--- config.mk ---
export PLATFORM = sky130hd
export DESIGN_NAME = kmeans_lloyd_step_top
export DESIGN_NICKNAME = d
export VERILOG_FILES = /design/src/hw/rtl/kml_pkg.sv /design/src/hw/rtl/kml_ram.sv /design/src/hw/rtl/kml_div.sv /design/src/hw/rtl/kml_datapath.sv /design/src/hw/rtl/kml_ctrl.sv /design/src/hw/rtl/kmeans_lloyd_step_top.sv
export SDC_FILE = /design/constraint.sdc
export NUM_CORES = 2
export LEC_CHECK = 0
export ABC_AREA = 1
export BUFFER_PORTS_ARGS = -buffer_cell sky130_fd_sc_hd__buf_2
export CORE_ASPECT_RATIO = 2
export CORE_MARGIN = 1
export CORE_UTILIZATION = 26
export DETAILED_ROUTE_END_ITERATION = 16
export PLACE_DENSITY_LB_ADDON = 0.1
export SKIP_CTS_REPAIR_TIMING = 1
export SLEW_MARGIN = 30
export SYNTH_ARGS = -nofsm -noshare
export SYNTH_HDL_FRONTEND = slang
export SYNTH_SLANG_ARGS = --single-unit
--- constraint.sdc ---
create_clock -name clk_i -period 18.9 [get_ports clk_i]
set_input_delay 1.89 -clock clk_i [delete_from_list [all_inputs] [get_ports clk_i]]
set_output_delay 1.89 -clock clk_i [all_outputs]
set_load 0.02 [all_outputs]
--- src/hw/rtl/kml_pkg.sv ---
// ---------------------------------------------------------------------------
// kml_pkg
// Shared widths, codes and the command/status bundles between the k-means
// controller and its datapath.
// ---------------------------------------------------------------------------
package kml_pkg;

  localparam int COORD_W    = 16;
  localparam int DIST_W     = 35;
  localparam int COST_W     = 52;
  localparam int COST_OUT_W = 51;
  localparam int IDX_W      = 3;
  localparam int ACT_W      = 2;
  localparam int CFG_W      = 4;
  localparam int CFG_IDX_W  = 1;
  localparam int STAT_W     = 2;

  typedef enum logic [ACT_W-1:0] {
    ACT_LOAD   = 2'd0,
    ACT_POINT  = 2'd1,
    ACT_FINISH = 2'd2,
    ACT_NONE   = 2'd3
  } kml_action_e;

  typedef enum logic [STAT_W-1:0] {
    STAT_OK    = 2'd0,
    STAT_EMPTY = 2'd1,
    STAT_LIMIT = 2'd2
  } kml_status_e;

  localparam logic KIND_ASSIGN = 1'b0;
  localparam logic KIND_MEAN   = 1'b1;

  localparam logic [CFG_IDX_W-1:0] REG_NUM_CLUSTERS = 1'b0;
  localparam logic [CFG_IDX_W-1:0] REG_NUM_DIMS     = 1'b1;

  // Commands from the controller to the datapath.
  typedef struct packed {
    logic             accept;     // input item taken this cycle
    logic             dif;        // latch point minus centroid
    logic             sq;         // square the difference
    logic             acc;        // add square into the distance sum
    logic             cmp;        // compare distance against the best so far
    logic             use_best;   // sum store addressed by the winning cluster
    logic             sum_wr;     // write back one updated cluster sum
    logic             commit;     // bump count, cost and point total
    logic             out_assign; // load an assignment result
    logic             out_reject; // load a point-limit result
    logic             fin_lat;    // latch old centroid and start the divide
    logic             fin_out;    // load a mean result and write it back
    logic             fin_last;   // final mean of the finish run
    logic [IDX_W-1:0] c;
    logic [IDX_W-1:0] d;
  } kml_cmd_t;

  // Status from the datapath to the controller.
  typedef struct packed {
    logic             pt_done;
    logic             limit;
    logic             out_free;
    logic             div_done;
    logic             div_busy;
    logic             cnt_zero;
    logic [CFG_W-1:0] k;
    logic [CFG_W-1:0] dims;
  } kml_sts_t;

endpackage

--- src/hw/rtl/kml_ram.sv ---
// ---------------------------------------------------------------------------
// kml_ram
// Generic single-write, single-read RAM with registered read data.
// ---------------------------------------------------------------------------
module kml_ram #(
  parameter int WIDTH = 16,
  parameter int DEPTH = 64
) (
  input  logic                     clk_i,
  input  logic                     we_i,
  input  logic [$clog2(DEPTH)-1:0] waddr_i,
  input  logic [WIDTH-1:0]         wdata_i,
  input  logic [$clog2(DEPTH)-1:0] raddr_i,
  output logic [WIDTH-1:0]         rdata_o
);

  logic [WIDTH-1:0] mem_q [DEPTH];
  logic [WIDTH-1:0] rdata_q;

  always_ff @(posedge clk_i) begin
    if (we_i) begin
      mem_q[waddr_i] <= wdata_i;
    end
    rdata_q <= mem_q[raddr_i];
  end

  assign rdata_o = rdata_q;

endmodule

--- src/hw/rtl/kml_div.sv ---
// ---------------------------------------------------------------------------
// kml_div
// Iterative signed-by-unsigned divider, one quotient bit per cycle,
// quotient truncated toward zero.
// ---------------------------------------------------------------------------
module kml_div #(
  parameter int NUM_W = 33,
  parameter int DEN_W = 17
) (
  input  logic                    clk_i,
  input  logic                    rst_ni,
  input  logic                    start_i,
  input  logic signed [NUM_W-1:0] num_i,
  input  logic [DEN_W-1:0]        den_i,
  output logic                    busy_o,
  output logic                    done_o,
  output logic signed [NUM_W-1:0] quo_o
);

  localparam int STEP_W = $clog2(NUM_W + 1);

  logic [NUM_W-1:0]  mag_q;
  logic [DEN_W-1:0]  den_q;
  logic [DEN_W:0]    rem_q;
  logic [STEP_W-1:0] cnt_q;
  logic              neg_q, busy_q, done_q;
  logic [DEN_W:0]    rem_sh, rem_nx;
  logic              ge;

  always_comb begin
    rem_sh = {rem_q[DEN_W-1:0], mag_q[NUM_W-1]};
    ge     = rem_sh >= {1'b0, den_q};
    rem_nx = ge ? rem_sh - {1'b0, den_q} : rem_sh;
  end

  always_ff @(posedge clk_i or negedge rst_ni) begin
    if (!rst_ni) begin
      busy_q <= 1'b0;
      done_q <= 1'b0;
      cnt_q  <= '0;
    end else begin
      done_q <= 1'b0;
      if (start_i) begin
        busy_q <= 1'b1;
        cnt_q  <= STEP_W'(NUM_W);
      end else if (busy_q) begin
        cnt_q <= cnt_q - 1'b1;
        if (cnt_q == STEP_W'(1)) begin
          busy_q <= 1'b0;
          done_q <= 1'b1;
        end
      end
    end
  end

  // The dividend magnitude register also collects the quotient bits.
  always_ff @(posedge clk_i) begin
    if (start_i) begin
      mag_q <= num_i[NUM_W-1] ? NUM_W'(-num_i) : NUM_W'(num_i);
      neg_q <= num_i[NUM_W-1];
      den_q <= den_i;
      rem_q <= '0;
    end else if (busy_q) begin
      mag_q <= {mag_q[NUM_W-2:0], ge};
      rem_q <= rem_nx;
    end
  end

  assign busy_o = busy_q;
  assign done_o = done_q;
  assign quo_o  = neg_q ? -$signed(mag_q) : $signed(mag_q);

endmodule

--- src/hw/rtl/kml_datapath.sv ---
// ---------------------------------------------------------------------------
// kml_datapath
// Centroid and sum stores, point buffer, distance unit, counters, cost,
// configuration registers and the output register.
// ---------------------------------------------------------------------------
module kml_datapath #(
  parameter int MAX_CLUSTERS = 8,
  parameter int MAX_DIMS     = 8,
  parameter int MAX_POINTS   = 65536
) (
  input  logic                                clk_i,
  input  logic                                rst_ni,
  input  logic                                cfg_we_i,
  input  logic [kml_pkg::CFG_IDX_W-1:0]       cfg_idx_i,
  input  logic [kml_pkg::CFG_W-1:0]           cfg_wdata_i,
  input  logic [kml_pkg::ACT_W-1:0]           action_i,
  input  logic [kml_pkg::IDX_W-1:0]           cluster_index_i,
  input  logic [kml_pkg::IDX_W-1:0]           coord_index_i,
  input  logic signed [kml_pkg::COORD_W-1:0]  value_i,
  input  logic                                out_ready_i,
  input  kml_pkg::kml_cmd_t                   cmd_i,
  output kml_pkg::kml_sts_t                   sts_o,
  output logic                                out_valid_o,
  output logic                                kind_o,
  output logic [kml_pkg::IDX_W-1:0]           cluster_o,
  output logic [kml_pkg::IDX_W-1:0]           coord_index_res_o,
  output logic signed [kml_pkg::COORD_W-1:0]  mean_value_o,
  output logic [kml_pkg::DIST_W-1:0]          distance_o,
  output logic [kml_pkg::COST_OUT_W-1:0]      total_cost_o,
  output logic [kml_pkg::STAT_W-1:0]          status_o,
  output logic                                last_o
);
  import kml_pkg::*;

  localparam int SLOTS  = MAX_CLUSTERS * MAX_DIMS;
  localparam int AW     = $clog2(SLOTS);
  localparam int CI_W   = $clog2(MAX_CLUSTERS);
  localparam int DI_W   = (MAX_DIMS > 1) ? $clog2(MAX_DIMS) : 1;
  localparam int CNT_W  = $clog2(MAX_POINTS + 1);
  localparam int SUM_W  = COORD_W + CNT_W;
  localparam int DIFF_W = COORD_W + 1;
  localparam int SQ_W   = 2 * DIFF_W;

  function automatic logic [AW-1:0] slot_addr(logic [IDX_W-1:0] c, logic [IDX_W-1:0] d);
    slot_addr = AW'(int'(c) * MAX_DIMS + int'(d));
  endfunction

  // Configuration.
  logic [CFG_W-1:0] cfg_k_q, cfg_d_q, k_use, d_use;

  always_ff @(posedge clk_i or negedge rst_ni) begin
    if (!rst_ni) begin
      cfg_k_q <= CFG_W'(2);
      cfg_d_q <= CFG_W'(2);
    end else if (cfg_we_i) begin
      unique case (cfg_idx_i)
        REG_NUM_CLUSTERS: cfg_k_q <= cfg_wdata_i;
        REG_NUM_DIMS:     cfg_d_q <= cfg_wdata_i;
        default: ;
      endcase
    end
  end

  always_comb begin
    k_use = cfg_k_q;
    if (cfg_k_q == '0) k_use = CFG_W'(1);
    else if (cfg_k_q > CFG_W'(MAX_CLUSTERS)) k_use = CFG_W'(MAX_CLUSTERS);
    d_use = cfg_d_q;
    if (cfg_d_q == '0) d_use = CFG_W'(1);
    else if (cfg_d_q > CFG_W'(MAX_DIMS)) d_use = CFG_W'(MAX_DIMS);
  end

  // Stores and state.
  logic signed [COORD_W-1:0] pb_q [MAX_DIMS];
  logic [CNT_W-1:0]          cnt_q [MAX_CLUSTERS];
  logic [CNT_W-1:0]          pts_q;
  logic [COST_W-1:0]         cost_q;
  logic [SLOTS-1:0]          cent_vld_q, sum_vld_q;
  logic [AW-1:0]             cent_ra_q, sum_ra_q;
  logic signed [DIFF_W-1:0]  dif_q;
  logic [SQ_W-1:0]           sq_q;
  logic [DIST_W-1:0]         acc_q, best_q;
  logic [IDX_W-1:0]          best_c_q;
  logic signed [COORD_W-1:0] old_q;

  logic                      in_load_ok, in_pt_ok;
  logic                      cent_we, sum_we;
  logic [AW-1:0]             cent_wa, cent_ra, sum_ra;
  logic [COORD_W-1:0]        cent_wd, cent_rd_raw;
  logic [SUM_W-1:0]          sum_wd, sum_rd_raw;
  logic signed [COORD_W-1:0] cent_rd, pb_d, mean_sel;
  logic signed [SUM_W-1:0]   sum_rd;
  logic signed [SQ_W-1:0]    prod;
  logic                      cnt_zero, div_done, div_busy;
  logic signed [SUM_W-1:0]   div_quo;
  logic [CI_W-1:0]           c_sel;

  assign in_load_ok = cmd_i.accept && (action_i == ACT_LOAD) &&
                      (int'(cluster_index_i) < MAX_CLUSTERS) &&
                      (int'(coord_index_i) < MAX_DIMS);
  assign in_pt_ok   = (action_i == ACT_POINT) && (int'(coord_index_i) < MAX_DIMS);

  assign c_sel    = cmd_i.c[CI_W-1:0];
  assign pb_d     = pb_q[cmd_i.d[DI_W-1:0]];
  assign cnt_zero = (cnt_q[c_sel] == '0);

  // Store reads: entries never written read as zero.
  assign cent_ra = slot_addr(cmd_i.c, cmd_i.d);
  assign sum_ra  = slot_addr(cmd_i.use_best ? best_c_q : cmd_i.c, cmd_i.d);
  assign cent_rd = cent_vld_q[cent_ra_q] ? $signed(cent_rd_raw) : '0;
  assign sum_rd  = sum_vld_q[sum_ra_q] ? $signed(sum_rd_raw) : '0;

  assign cent_we = in_load_ok || cmd_i.fin_out;
  assign cent_wa = in_load_ok ? slot_addr(cluster_index_i, coord_index_i) : cent_ra;
  assign cent_wd = in_load_ok ? value_i : mean_sel;

  assign sum_we = cmd_i.sum_wr;
  assign sum_wd = sum_rd + SUM_W'(pb_d);

  assign mean_sel = cnt_zero ? old_q : div_quo[COORD_W-1:0];
  assign prod     = dif_q * dif_q;

  kml_ram #(.WIDTH(COORD_W), .DEPTH(SLOTS)) u_cent_ram (
    .clk_i   (clk_i),
    .we_i    (cent_we),
    .waddr_i (cent_wa),
    .wdata_i (cent_wd),
    .raddr_i (cent_ra),
    .rdata_o (cent_rd_raw)
  );

  kml_ram #(.WIDTH(SUM_W), .DEPTH(SLOTS)) u_sum_ram (
    .clk_i   (clk_i),
    .we_i    (sum_we),
    .waddr_i (sum_ra),
    .wdata_i (sum_wd),
    .raddr_i (sum_ra),
    .rdata_o (sum_rd_raw)
  );

  kml_div #(.NUM_W(SUM_W), .DEN_W(CNT_W)) u_div (
    .clk_i   (clk_i),
    .rst_ni  (rst_ni),
    .start_i (cmd_i.fin_lat && !cnt_zero),
    .num_i   (sum_rd),
    .den_i   (cnt_q[c_sel]),
    .busy_o  (div_busy),
    .done_o  (div_done),
    .quo_o   (div_quo)
  );

  // Control state: valid flags, counts, cost, point total.
  always_ff @(posedge clk_i or negedge rst_ni) begin
    if (!rst_ni) begin
      cent_vld_q <= '0;
      sum_vld_q  <= '0;
      pts_q      <= '0;
      cost_q     <= '0;
      for (int i = 0; i < MAX_CLUSTERS; i++) cnt_q[i] <= '0;
    end else begin
      if (cent_we) cent_vld_q[cent_wa] <= 1'b1;
      if (sum_we) sum_vld_q[sum_ra] <= 1'b1;
      if (cmd_i.commit) begin
        cnt_q[best_c_q[CI_W-1:0]] <= cnt_q[best_c_q[CI_W-1:0]] + 1'b1;
        cost_q <= cost_q + COST_W'(best_q);
        pts_q  <= pts_q + 1'b1;
      end
      if (cmd_i.fin_out && cmd_i.fin_last) begin
        sum_vld_q <= '0;
        pts_q     <= '0;
        cost_q    <= '0;
        for (int i = 0; i < MAX_CLUSTERS; i++) cnt_q[i] <= '0;
      end
    end
  end

  // Payload registers of the distance search.
  always_ff @(posedge clk_i) begin
    cent_ra_q <= cent_ra;
    sum_ra_q  <= sum_ra;
    if (cmd_i.accept && in_pt_ok) pb_q[coord_index_i[DI_W-1:0]] <= value_i;
    if (cmd_i.dif) dif_q <= DIFF_W'(pb_d) - DIFF_W'(cent_rd);
    if (cmd_i.sq) sq_q <= SQ_W'(prod);
    if (cmd_i.accept || cmd_i.cmp) acc_q <= '0;
    else if (cmd_i.acc) acc_q <= acc_q + DIST_W'(sq_q);
    if (cmd_i.cmp && (cmd_i.c == '0 || acc_q < best_q)) begin
      best_q   <= acc_q;
      best_c_q <= cmd_i.c;
    end
    if (cmd_i.fin_lat) old_q <= cent_rd;
  end

  // Output register.
  logic                      out_valid_q;
  logic                      kind_q, last_q;
  logic [IDX_W-1:0]          cluster_q, cidx_q;
  logic signed [COORD_W-1:0] mean_q;
  logic [DIST_W-1:0]         dist_q;
  logic [COST_OUT_W-1:0]     cost_out_q;
  logic [STAT_W-1:0]         stat_q;
  logic                      out_load;

  assign out_load = cmd_i.out_assign || cmd_i.out_reject || cmd_i.fin_out;

  always_ff @(posedge clk_i or negedge rst_ni) begin
    if (!rst_ni) begin
      out_valid_q <= 1'b0;
    end else if (out_load) begin
      out_valid_q <= 1'b1;
    end else if (out_ready_i) begin
      out_valid_q <= 1'b0;
    end
  end

  always_ff @(posedge clk_i) begin
    if (out_load) begin
      kind_q     <= cmd_i.fin_out ? KIND_MEAN : KIND_ASSIGN;
      cluster_q  <= cmd_i.fin_out ? cmd_i.c : (cmd_i.out_assign ? best_c_q : '0);
      cidx_q     <= cmd_i.fin_out ? cmd_i.d : '0;
      mean_q     <= cmd_i.fin_out ? mean_sel : '0;
      dist_q     <= cmd_i.out_assign ? best_q : '0;
      cost_out_q <= cost_q[COST_OUT_W-1:0];
      last_q     <= cmd_i.fin_out && cmd_i.fin_last;
      if (cmd_i.out_reject) stat_q <= STAT_LIMIT;
      else if (cmd_i.fin_out && cnt_zero) stat_q <= STAT_EMPTY;
      else stat_q <= STAT_OK;
    end
  end

  assign out_valid_o       = out_valid_q;
  assign kind_o            = kind_q;
  assign cluster_o         = cluster_q;
  assign coord_index_res_o = cidx_q;
  assign mean_value_o      = mean_q;
  assign distance_o        = dist_q;
  assign total_cost_o      = cost_out_q;
  assign status_o          = stat_q;
  assign last_o            = last_q;

  always_comb begin
    sts_o          = '0;
    sts_o.pt_done  = in_pt_ok && ({1'b0, coord_index_i} == d_use - CFG_W'(1));
    sts_o.limit    = pts_q >= CNT_W'(MAX_POINTS);
    sts_o.out_free = !out_valid_q || out_ready_i;
    sts_o.div_done = div_done;
    sts_o.div_busy = div_busy;
    sts_o.cnt_zero = cnt_zero;
    sts_o.k        = k_use;
    sts_o.dims     = d_use;
  end

endmodule

--- src/hw/rtl/kml_ctrl.sv ---
// ---------------------------------------------------------------------------
// kml_ctrl
// Sequencer for item intake, the nearest-centroid search, the sum update
// and the finish run.
// ---------------------------------------------------------------------------
module kml_ctrl (
  input  logic                      clk_i,
  input  logic                      rst_ni,
  input  logic                      in_valid_i,
  output logic                      in_ready_o,
  input  logic [kml_pkg::ACT_W-1:0] action_i,
  input  kml_pkg::kml_sts_t         sts_i,
  output kml_pkg::kml_cmd_t         cmd_o
);
  import kml_pkg::*;

  typedef enum logic [13:0] {
    S_IDLE  = 14'b00000000000001,
    S_D_RD  = 14'b00000000000010,
    S_D_DIF = 14'b00000000000100,
    S_D_SQ  = 14'b00000000001000,
    S_D_ACC = 14'b00000000010000,
    S_D_CMP = 14'b00000000100000,
    S_S_RD  = 14'b00000001000000,
    S_S_WR  = 14'b00000010000000,
    S_A_OUT = 14'b00000100000000,
    S_R_OUT = 14'b00001000000000,
    S_F_RD  = 14'b00010000000000,
    S_F_LAT = 14'b00100000000000,
    S_F_DIV = 14'b01000000000000,
    S_F_OUT = 14'b10000000000000
  } kml_state_e;

  kml_state_e       state_q, state_d;
  logic [IDX_W-1:0] c_q, c_d, d_q, d_d;
  logic             c_last, d_last;

  assign c_last = ({1'b0, c_q} == sts_i.k - CFG_W'(1));
  assign d_last = ({1'b0, d_q} == sts_i.dims - CFG_W'(1));

  always_comb begin
    state_d    = state_q;
    c_d        = c_q;
    d_d        = d_q;
    cmd_o      = '0;
    cmd_o.c    = c_q;
    cmd_o.d    = d_q;
    in_ready_o = 1'b0;
    unique case (state_q)
      S_IDLE: begin
        in_ready_o = 1'b1;
        if (in_valid_i) begin
          cmd_o.accept = 1'b1;
          c_d = '0;
          d_d = '0;
          if (action_i == ACT_POINT && sts_i.pt_done) begin
            state_d = sts_i.limit ? S_R_OUT : S_D_RD;
          end else if (action_i == ACT_FINISH) begin
            state_d = S_F_RD;
          end
        end
      end
      S_D_RD: state_d = S_D_DIF;
      S_D_DIF: begin
        cmd_o.dif = 1'b1;
        state_d   = S_D_SQ;
      end
      S_D_SQ: begin
        cmd_o.sq = 1'b1;
        state_d  = S_D_ACC;
      end
      S_D_ACC: begin
        cmd_o.acc = 1'b1;
        if (d_last) begin
          state_d = S_D_CMP;
        end else begin
          d_d     = d_q + 1'b1;
          state_d = S_D_RD;
        end
      end
      S_D_CMP: begin
        cmd_o.cmp = 1'b1;
        d_d       = '0;
        if (c_last) begin
          state_d = S_S_RD;
        end else begin
          c_d     = c_q + 1'b1;
          state_d = S_D_RD;
        end
      end
      S_S_RD: begin
        cmd_o.use_best = 1'b1;
        state_d        = S_S_WR;
      end
      S_S_WR: begin
        cmd_o.use_best = 1'b1;
        cmd_o.sum_wr   = 1'b1;
        if (d_last) begin
          cmd_o.commit = 1'b1;
          state_d      = S_A_OUT;
        end else begin
          d_d     = d_q + 1'b1;
          state_d = S_S_RD;
        end
      end
      S_A_OUT: begin
        if (sts_i.out_free) begin
          cmd_o.out_assign = 1'b1;
          state_d          = S_IDLE;
        end
      end
      S_R_OUT: begin
        if (sts_i.out_free) begin
          cmd_o.out_reject = 1'b1;
          state_d          = S_IDLE;
        end
      end
      S_F_RD: state_d = S_F_LAT;
      S_F_LAT: begin
        cmd_o.fin_lat = 1'b1;
        state_d       = sts_i.cnt_zero ? S_F_OUT : S_F_DIV;
      end
      S_F_DIV: begin
        if (sts_i.div_done) state_d = S_F_OUT;
      end
      S_F_OUT: begin
        if (sts_i.out_free) begin
          cmd_o.fin_out  = 1'b1;
          cmd_o.fin_last = c_last && d_last;
          if (d_last) begin
            d_d     = '0;
            c_d     = c_q + 1'b1;
            state_d = c_last ? S_IDLE : S_F_RD;
          end else begin
            d_d     = d_q + 1'b1;
            state_d = S_F_RD;
          end
        end
      end
      default: state_d = S_IDLE;
    endcase
  end

  always_ff @(posedge clk_i or negedge rst_ni) begin
    if (!rst_ni) begin
      state_q <= S_IDLE;
      c_q     <= '0;
      d_q     <= '0;
    end else begin
      state_q <= state_d;
      c_q     <= c_d;
      d_q     <= d_d;
    end
  end

`ifndef NO_ASSERTIONS
  a_fin_end: assert property (@(posedge clk_i) disable iff (!rst_ni)
    cmd_o.fin_out && cmd_o.fin_last |=> state_q == S_IDLE)
    else $error("finish run did not return to idle");
  a_div_done: assert property (@(posedge clk_i) disable iff (!rst_ni)
    sts_i.div_done |-> state_q == S_F_DIV)
    else $error("divider finished outside the divide wait");
  a_idle_div: assert property (@(posedge clk_i) disable iff (!rst_ni)
    in_ready_o |-> !sts_i.div_busy)
    else $error("divider busy while taking items");
  a_out_one: assert property (@(posedge clk_i) disable iff (!rst_ni)
    $onehot0({cmd_o.out_assign, cmd_o.out_reject, cmd_o.fin_out}))
    else $error("two results loaded at once");
`endif

endmodule

--- src/hw/rtl/kmeans_lloyd_step_top.sv ---
// Loads, and coordinates that do not complete a point, leave the controller idle.
// Completed point: search, sum update and result load come before the next accept
// (one shared multiplier, one centroid-store read per coordinate); the assignment
// item is last. Finish: per mean a store read, a latch and the bit-serial divide
// (skipped for an empty cluster) come before its result; k*D items.
// Reset clears control state; centroids, sums and counts read as zero, no pass.
// ---------------------------------------------------------------------------
// kmeans_lloyd_step_top
// One Lloyd k-means iteration in Q8.8 fixed point: centroid load, point
// assignment with running sums and cost, and a finish run reporting means.
// ---------------------------------------------------------------------------
module kmeans_lloyd_step_top #(
  parameter int MAX_CLUSTERS = 8,
  parameter int MAX_DIMS     = 8,
  parameter int MAX_POINTS   = 65536
) (
  input  logic                                clk_i,
  input  logic                                rst_ni,
  input  logic                                cfg_we_i,
  input  logic [kml_pkg::CFG_IDX_W-1:0]       cfg_idx_i,
  input  logic [kml_pkg::CFG_W-1:0]           cfg_wdata_i,
  input  logic                                in_valid_i,
  output logic                                in_ready_o,
  input  logic [kml_pkg::ACT_W-1:0]           action_i,
  input  logic [kml_pkg::IDX_W-1:0]           cluster_index_i,
  input  logic [kml_pkg::IDX_W-1:0]           coord_index_i,
  input  logic signed [kml_pkg::COORD_W-1:0]  value_i,
  output logic                                out_valid_o,
  input  logic                                out_ready_i,
  output logic                                kind_o,
  output logic [kml_pkg::IDX_W-1:0]           cluster_o,
  output logic [kml_pkg::IDX_W-1:0]           coord_index_res_o,
  output logic signed [kml_pkg::COORD_W-1:0]  mean_value_o,
  output logic [kml_pkg::DIST_W-1:0]          distance_o,
  output logic [kml_pkg::COST_OUT_W-1:0]      total_cost_o,
  output logic [kml_pkg::STAT_W-1:0]          status_o,
  output logic                                last_o
);
  import kml_pkg::*;

  kml_cmd_t cmd;
  kml_sts_t sts;

  kml_ctrl u_ctrl (
    .clk_i      (clk_i),
    .rst_ni     (rst_ni),
    .in_valid_i (in_valid_i),
    .in_ready_o (in_ready_o),
    .action_i   (action_i),
    .sts_i      (sts),
    .cmd_o      (cmd)
  );

  kml_datapath #(
    .MAX_CLUSTERS (MAX_CLUSTERS),
    .MAX_DIMS     (MAX_DIMS),
    .MAX_POINTS   (MAX_POINTS)
  ) u_dp (
    .clk_i             (clk_i),
    .rst_ni            (rst_ni),
    .cfg_we_i          (cfg_we_i),
    .cfg_idx_i         (cfg_idx_i),
    .cfg_wdata_i       (cfg_wdata_i),
    .action_i          (action_i),
    .cluster_index_i   (cluster_index_i),
    .coord_index_i     (coord_index_i),
    .value_i           (value_i),
    .out_ready_i       (out_ready_i),
    .cmd_i             (cmd),
    .sts_o             (sts),
    .out_valid_o       (out_valid_o),
    .kind_o            (kind_o),
    .cluster_o         (cluster_o),
    .coord_index_res_o (coord_index_res_o),
    .mean_value_o      (mean_value_o),
    .distance_o        (distance_o),
    .total_cost_o      (total_cost_o),
    .status_o          (status_o),
    .last_o            (last_o)
  );

endmodule

**Word level (Yosys, flattened, before mapping)**

Memories as Yosys holds them, arrays and structs flattened. A register that Yosys moved wholly into a read port is not among the register bits.
Cells that the tools add are included.

- Memories: 3
- RAM bits: 3,264
- Input port bits: 34
- Output and inout port bits: 114
- Flip-flop bits (word level): 702
- Logic and storage cells: 247

Memory list:

| name | words | width | read ports | clocked after memory_dff | write ports | line | source |
|---|---|---|---|---|---|---|---|
| u_dp.u_sum_ram.mem_q | 64 | 33 | 1 | 1 | 1 | kml_ram.sv:17 | `logic [WIDTH-1:0] mem_q [DEPTH];` |
| u_dp.u_cent_ram.mem_q | 64 | 16 | 1 | 1 | 1 | kml_ram.sv:17 |  |
| u_dp.pb_q | 8 | 16 | 1 | 0 | 1 | kml_datapath.sv:74 | `logic signed [COORD_W-1:0] pb_q [MAX_DIMS];` |

- $add $sub $neg: 17
- Reductions and logical operators: 39
- Multiplexer cells: 99
- Order comparisons: 14
- Equal/unequal tests: 28
- Multipliers: 1
- Bitwise logic cells: 5

Operators by type and width:

| cell | number |
|---|---|
| 136-bit two-way mux | 2 |
| 14-bit one-hot mux with 13 select lines | 1 |
| 136-bit bitwise mux | 1 |
| 17-bit two-way mux | 8 |
| 33-bit two-way mux | 4 |
| 64-bit two-way mux | 2 |
| 64-bit bitwise OR | 2 |
| 14-bit two-way mux | 8 |
| 52-bit two-way mux | 2 |
| 17-bit binary-select mux with 3-bit select | 2 |
| 16-bit two-way mux | 4 |
| 52-bit by 35-bit adder with 52-bit output | 1 |
| 17-bit demux with 3-bit select | 1 |
| 35-bit by 34-bit adder with 35-bit output | 1 |
| 35-bit less-than comparator | 1 |
| 17-bit by 1-bit adder with 17-bit output (second input constant) | 2 |
| 17-bit by 17-bit multiplier with 34-bit output | 1 |
| 33-bit by 16-bit adder with 33-bit output | 1 |
| 1-bit two-way mux | 33 |
| 33-bit negator | 1 |
| 3-bit two-way mux | 10 |
| 6-bit by 7-bit less-than comparator with 1-bit output (second input constant) | 4 |
| 6-bit two-way mux | 4 |
| 6-bit by 3-bit adder with 6-bit output | 3 |
| other kinds (59) | 104 |

**Logic depth before layout (Yosys ltp)**

- Word-level depth: 12
- Mapped depth: 31
- Depth with buffers taken out: 25

**Hierarchy**

Synthesis repeated with hierarchy kept, for this count alone.

- Cell total of the unflattened synthesis: 17,684
- Area total of the unflattened synthesis: 185,805.7 µm²

By module, submodules not included:

| module | cells an instance | seq. area each (µm²) | area an instance (µm²) | instances |
|---|---|---|---|---|
| kml_ram at u_dp.u_sum_ram | 6,980 | 64,081.5 | 85,714.7 | 1 |
| kml_datapath | 6,012 | 19,746.4 | 49,979.2 | 1 |
| kml_ram at u_dp.u_cent_ram | 3,517 | 31,069.8 | 42,099.1 | 1 |
| kml_div | 909 | 2,072.0 | 6,232.2 | 1 |
| kml_ctrl | 266 | 501.7 | 1,780.5 | 1 |

**Worst setup path after synthesis**

No wires, ideal clock.

- Path type: input to register
- Start: in out_ready_i
- End: reg u_dp.cluster_q[0], in the netlist u_dp.cluster_o[0], enable pin
- Required time: 18,251 ps
- Arrival: 7,572 ps
- Buffers on the path: 0
- Library setup time: 649 ps
- Stages: 2
- Slack: 10,679 ps
- Cell sequence: nor2_1 -> a31oi_1

- Word-level cells in the longest chain between the ends: 5
- Elaborated cells between the ends (all ways): 8
- Classes of those cells: mux: 5; reduce/logical: 3

Ends and longest elaborated chain:

| element | line | source |
|---|---|---|
| start: declaration | kmeans_lloyd_step_top.sv:29 | `input logic out_ready_i,` |
| 1-bit logical OR * | kml_datapath.sv:244 | `sts_o.out_free = !out_valid_q \|\| out_ready_i;` |
| 1-bit two-way mux | kml_ctrl.sv:107, kml_ctrl.sv:113 |  |
| 1-bit two-way mux | kml_ctrl.sv:49 | `unique case (state_q)` |
| 1-bit logical OR | kml_datapath.sv:203 | `assign out_load = cmd_i.out_assign \|\| cmd_i.out_reject \|\| cmd_i.fin_out;` |
| 1-bit logical OR * | kml_datapath.sv:203 |  |
| named net u_dp.out_load | kml_datapath.sv:201 | `logic out_load;` |
| end signal: assignment | kml_datapath.sv:218 | `cluster_q <= cmd_i.fin_out ? cmd_i.c : (cmd_i.out_assign ? best_c_q : '0);` |
| end: declaration | kml_datapath.sv:196 | `logic [IDX_W-1:0] cluster_q, cidx_q;` |

The timed path passes the listed nets; every way through them passes the cells marked *.
A chain may end at the register's enable or synchronous reset.

**Worst setup path in the final report**

- Start: reg u_ctrl.d_q[0]
- End: mem u_dp.u_sum_ram.mem_q[11][26] (netlist name) (data pin)

- Word-level cells in the longest chain between the ends: 2

Ends and longest elaborated chain:

| element | line | source |
|---|---|---|
| start: declaration | kml_ctrl.sv:35 | `logic [IDX_W-1:0] c_q, c_d, d_q, d_d;` |
| start signal: assignment | kml_ctrl.sv:148 | `d_q <= '0;` |
| start signal: assignment | kml_ctrl.sv:152 | `d_q <= d_d;` |
| memory 8 x 16 bit | - |  |
| 33-bit by 16-bit adder with 33-bit output | kml_datapath.sv:118 | `assign sum_wd = sum_rd + SUM_W'(pb_d);` |
| named net u_dp.sum_wd[26] | kml_datapath.sv:90 | `logic [SUM_W-1:0] sum_wd, sum_rd_raw;` |
| end: declaration | kml_ram.sv:17 |  |

The timed path passes the listed nets, and every way through them passes these cells.

==> metrics <==
Antenna Nets Post-Route 0; Tcrit/Tclk final 0.462; Critical Path RT ~20 ns; fin util 0.304; first-pass GRT wire length ~960 mm; largest net degree at the start of global routing 126; number of CTS-inserted buffers between 400 and 500; R2R cell count 24; fmax approximately 0.11 GHz; Max-slew headroom 0.261; Post-Route WL between 700 and 800 mm; multi-input logic area 46300 um^2; DRC viols 0; sequential share of the synthesized area 0.696; clock skew about 0.10 ns; Detail Placement HPWL 471 mm; Reg-to-Reg Start u_ctrl.d_q[0]$_DFFE_PN0P_; CP startpoint kind flip-flop; DR WL/cell about 32 um; htree depth 5; Placer Congestion around 0.86; final setup fails 0; GRT Util Overall 0.213; Top FF cell, synth edfxtp_1; Post-Syn Area roughly 170000 um^2; Pre-Repair DR Iteration Count 5; Nets between 10000 and 15000; height of the die ~1.1 mm; Core Area between 600000 and 700000 um^2; setup TNS 0 ns; distinct cell type count after synthesis between 60 and 70; type of the worst setup path reg2reg; Root Driver clkbuf_16; initial antenna violation count 52; Clock Sinks roughly 4000; initial DRC count around 7900; Clock Path Buffers 5; Final Critical Period slightly below 9 ns; row count about 420; Top Ports between 100 and 150; CP max FO 64; Area Overhead vs Synth 16.5%; fillcell total 65300; register clock-pin slew on the reported worst setup and hold paths ~0.07 ns; GR Overflow Total 0; Max Slew Vio Count 0; Hold EP u_dp.total_cost_o[46]$_DFFE_PP_; die area between 600000 and 700000 um^2; via count of the first global-routing pass 113000; Storage cell area 117000 um^2; asr flop ratio synth 0.0920; Skew-Pair Late Insertion Delay between 1 and 1.5 ns; Initial Util 0.261; Hold Startpoint u_dp.cost_q[46]$_DFFE_PN0P_; # port buffers about 150; HP Class reg2reg; Via density 4.89; crit end category flip-flop; FF-to-FF End u_dp.u_sum_ram.mem_q[11][26]$_DFFE_PP_; Leak Pwr 0.0692 uW; Worst-Margin Slew approximately 1.1 ns; Min-Delay Path Depth 0; syn nets 13500; status completed; maximum vdd drop approximately 0.074 mV; CTS tree built; RSZ-0062 raised after global routing false; yosys warns 0; Post-synth EDFFs 3531; non-filler cells in the finished layout ~22000; Post-Place Cells between 20000 and 25000; power density over cell area 100 nW/um^2; crit path DAT about 9.5 ns; Post-Syn Area per Cell approximately 13 um^2; Vias between 100k and 150k; Max Cap Violations 0; share of cells above drive strength 1 0.107; endpoints failing hold 0; reg-to-reg slack, setup 10.17 ns; cells after synthesis around 13000; FF+latch count, synth around 4000; Die X between 500 and 600 um
-- worst max-delay path, cell delays in order, from the launching register on --
cell      delay (ns)
dfrtp_1         0.54
inv_1           0.52
nand3_2         0.12
buf_4           0.27
inv_8           0.29
buf_4           0.55
buf_4           0.48
a22o_1          0.19
a221oi_1        0.05
nand2_1         0.13
ha_2            0.20
inv_1           0.06
fa_1            0.48
nand3b_1        0.18
nand2_1         0.18
a21oi_1         0.16
o21ai_0         0.71
a21oi_1         0.27
o21ai_0         0.76
a21boi_0        0.37
o21ai_0         0.61
nand2_1         0.10
nand2_1         0.18
xor2_4          0.15
buf_4           0.58
-- layout by cell type, fill, tap and decap left out, drive strengths merged, types with 10 or more instances in the layout --
master    instances
dfxtp           110
o21bai           28
clkinv          146
a221oi          448
nand4           320
edfxtp         3531
nand3           354
nand2          2235
o2bb2ai          38
a21o             15
a41oi            30
inv            1169
o2111ai          10
o21a             34
dfrtp           366
o21ai           576
clkinvlp         13
diode            96
and3             22
bufinv           33
a21boi           16
a22oi           330
o22ai           115
xor2            118
a211oi           24
a31oi            73
o221ai           17
fa              271
a21oi           550
nor3             62
buf             592
ha              272
nor4             26
a22o            271
clkbuf          528
xnor2            66
nor2            701
o211ai           62
or2              48
-- report_power, final --
| part | internal, uW | switching (uW) | total, uW |
|---|---|---|---|
| registers | 10000 | 57.9 | 10100 |
| clock network | 4520 | 3650 | 8170 |
| logic | 337 | 1140 | 1470 |
-- cell usage after synthesis (10+ instances only) --
cell | count | share of area
edfxtp_1 | 3531 | 0.63
nand2_1 | 2231 | 0.050
inv_1 | 1139 | 0.025
nor2_1 | 694 | 0.015
a21oi_1 | 550 | 0.016
o21ai_0 | 547 | 0.016
a221oi_1 | 448 | 0.023
clkbuf_1 | 416 | 0.0093
dfrtp_1 | 366 | 0.054
nand3_1 | 351 | 0.010
a22oi_1 | 330 | 0.015
nand4_1 | 320 | 0.012
ha_1 | 272 | 0.020
a22o_1 | 271 | 0.014
fa_1 | 271 | 0.032
xor2_1 | 118 | 0.0061
o22ai_1 | 115 | 0.0043
dfxtp_1 | 110 | 0.013
buf_1 | 104 | 0.0023
a31oi_1 | 73 | 0.0027
buf_2 | 69 | 0.0020
xnor2_1 | 66 | 0.0034
o211ai_1 | 62 | 0.0028
nor3_1 | 61 | 0.0018
o2bb2ai_1 | 38 | 0.0020
o21a_1 | 34 | 0.0015
a41oi_1 | 30 | 0.0016
o21bai_1 | 28 | 0.0012
nor4_1 | 26 | 0.00096
or2_1 | 26 | 0.00096
a211oi_1 | 23 | 0.0010
o21ai_1 | 23 | 0.00068
and3_1 | 22 | 0.00082
or2_2 | 22 | 0.00082
inv_2 | 18 | 0.00040
o221ai_1 | 17 | 0.00088
a21boi_0 | 16 | 0.00071
a21o_1 | 15 | 0.00067
clkinv_1 | 12 | 0.00027
o2111ai_1 | 10 | 0.00052
-- through the flow --
stage | area, um^2 | total power [uW] | hold WS [ns] | setup WS [ns]
6_report | 197000 | 19700 | 0.449 | 10.17
3_5_place_dp | 183000 | 11800 | 0.436 | 10.01
5_1_grt | 196000 | 20300 | 0.467 | 9.59
4_1_cts | 196000 | 20000 | 0.453 | 9.90
3_3_place_gp | 183000 | 11700 | 0.435 | 9.95
2_1_floorplan | 169000 | 11000 | 0.345 | 10.68
-- routing by layer --
| layer | vias to the layer above | share of wire | track usage |
|---|---|---|---|
| met2 | 2451 | 0.57 | 0.424 |
| met3 | 873 | 0.029 | 0.0182 |
| met4 | 4 | 0.050 | 0.102 |
| met5 | - | 0.000038 | 0 |
| li1 | 48300 | - | - |
| met1 | 57800 | 0.35 | 0.221 |
-- how the worst max path moves through the flow --
stage                              startpoint                                      to  slack [ns]
floorplan                         out_ready_i             u_dp.cluster_o[0]$_DFFE_PP_       10.68
global placement    u_dp.cent_ra_q[0]$_DFF_P_   u_dp.u_sum_ram.mem_q[2][28]$_DFFE_PP_        9.95
detailed placement  u_ctrl.d_q[0]$_DFFE_PN0P_   u_dp.u_sum_ram.mem_q[6][28]$_DFFE_PP_       10.01
CTS                 u_ctrl.d_q[0]$_DFFE_PN0P_  u_dp.u_sum_ram.mem_q[26][28]$_DFFE_PP_        9.90
global route        u_dp.cent_ra_q[0]$_DFF_P_  u_dp.u_sum_ram.mem_q[11][26]$_DFFE_PP_        9.59
finish              u_ctrl.d_q[0]$_DFFE_PN0P_  u_dp.u_sum_ram.mem_q[11][26]$_DFFE_PP_       10.17
-- cells by family after synthesis --
logic type	share of synthesized area
flip-flops	0.696
AND/OR/NAND/NOR	0.0943
AO/OA/AOI/OAI	0.108
buffers and inverters	0.0399
adder cells (fa/ha/maj)	0.0523
XOR/XNOR	0.00955
-- layout make-up --
class                           instances  share of cell area
Timing Repair Buffer                  592              0.0230
Sequential cell                      4010               0.598
Tap cell                             8610              0.0548
Clock buffer                          528              0.0556
Clock inverter                        192             0.00944
Inverter                             1169              0.0227
Multi-Input combinational cell       7194               0.235
Antenna cell                           96             0.00122
-- state kept, by name (all words and copies together), names as in the netlist, 51 cells and up --
name / flops
u_dp.cent_vld_q: 64
u_dp.cnt_q: 136
u_dp.cost_q: 51
u_dp.pb_q: 128
u_dp.sum_vld_q: 64
u_dp.total_cost_o: 51
u_dp.u_cent_ram.mem_q: 1024
u_dp.u_sum_ram.mem_q: 2112
(Power assumes the default switching activity.)
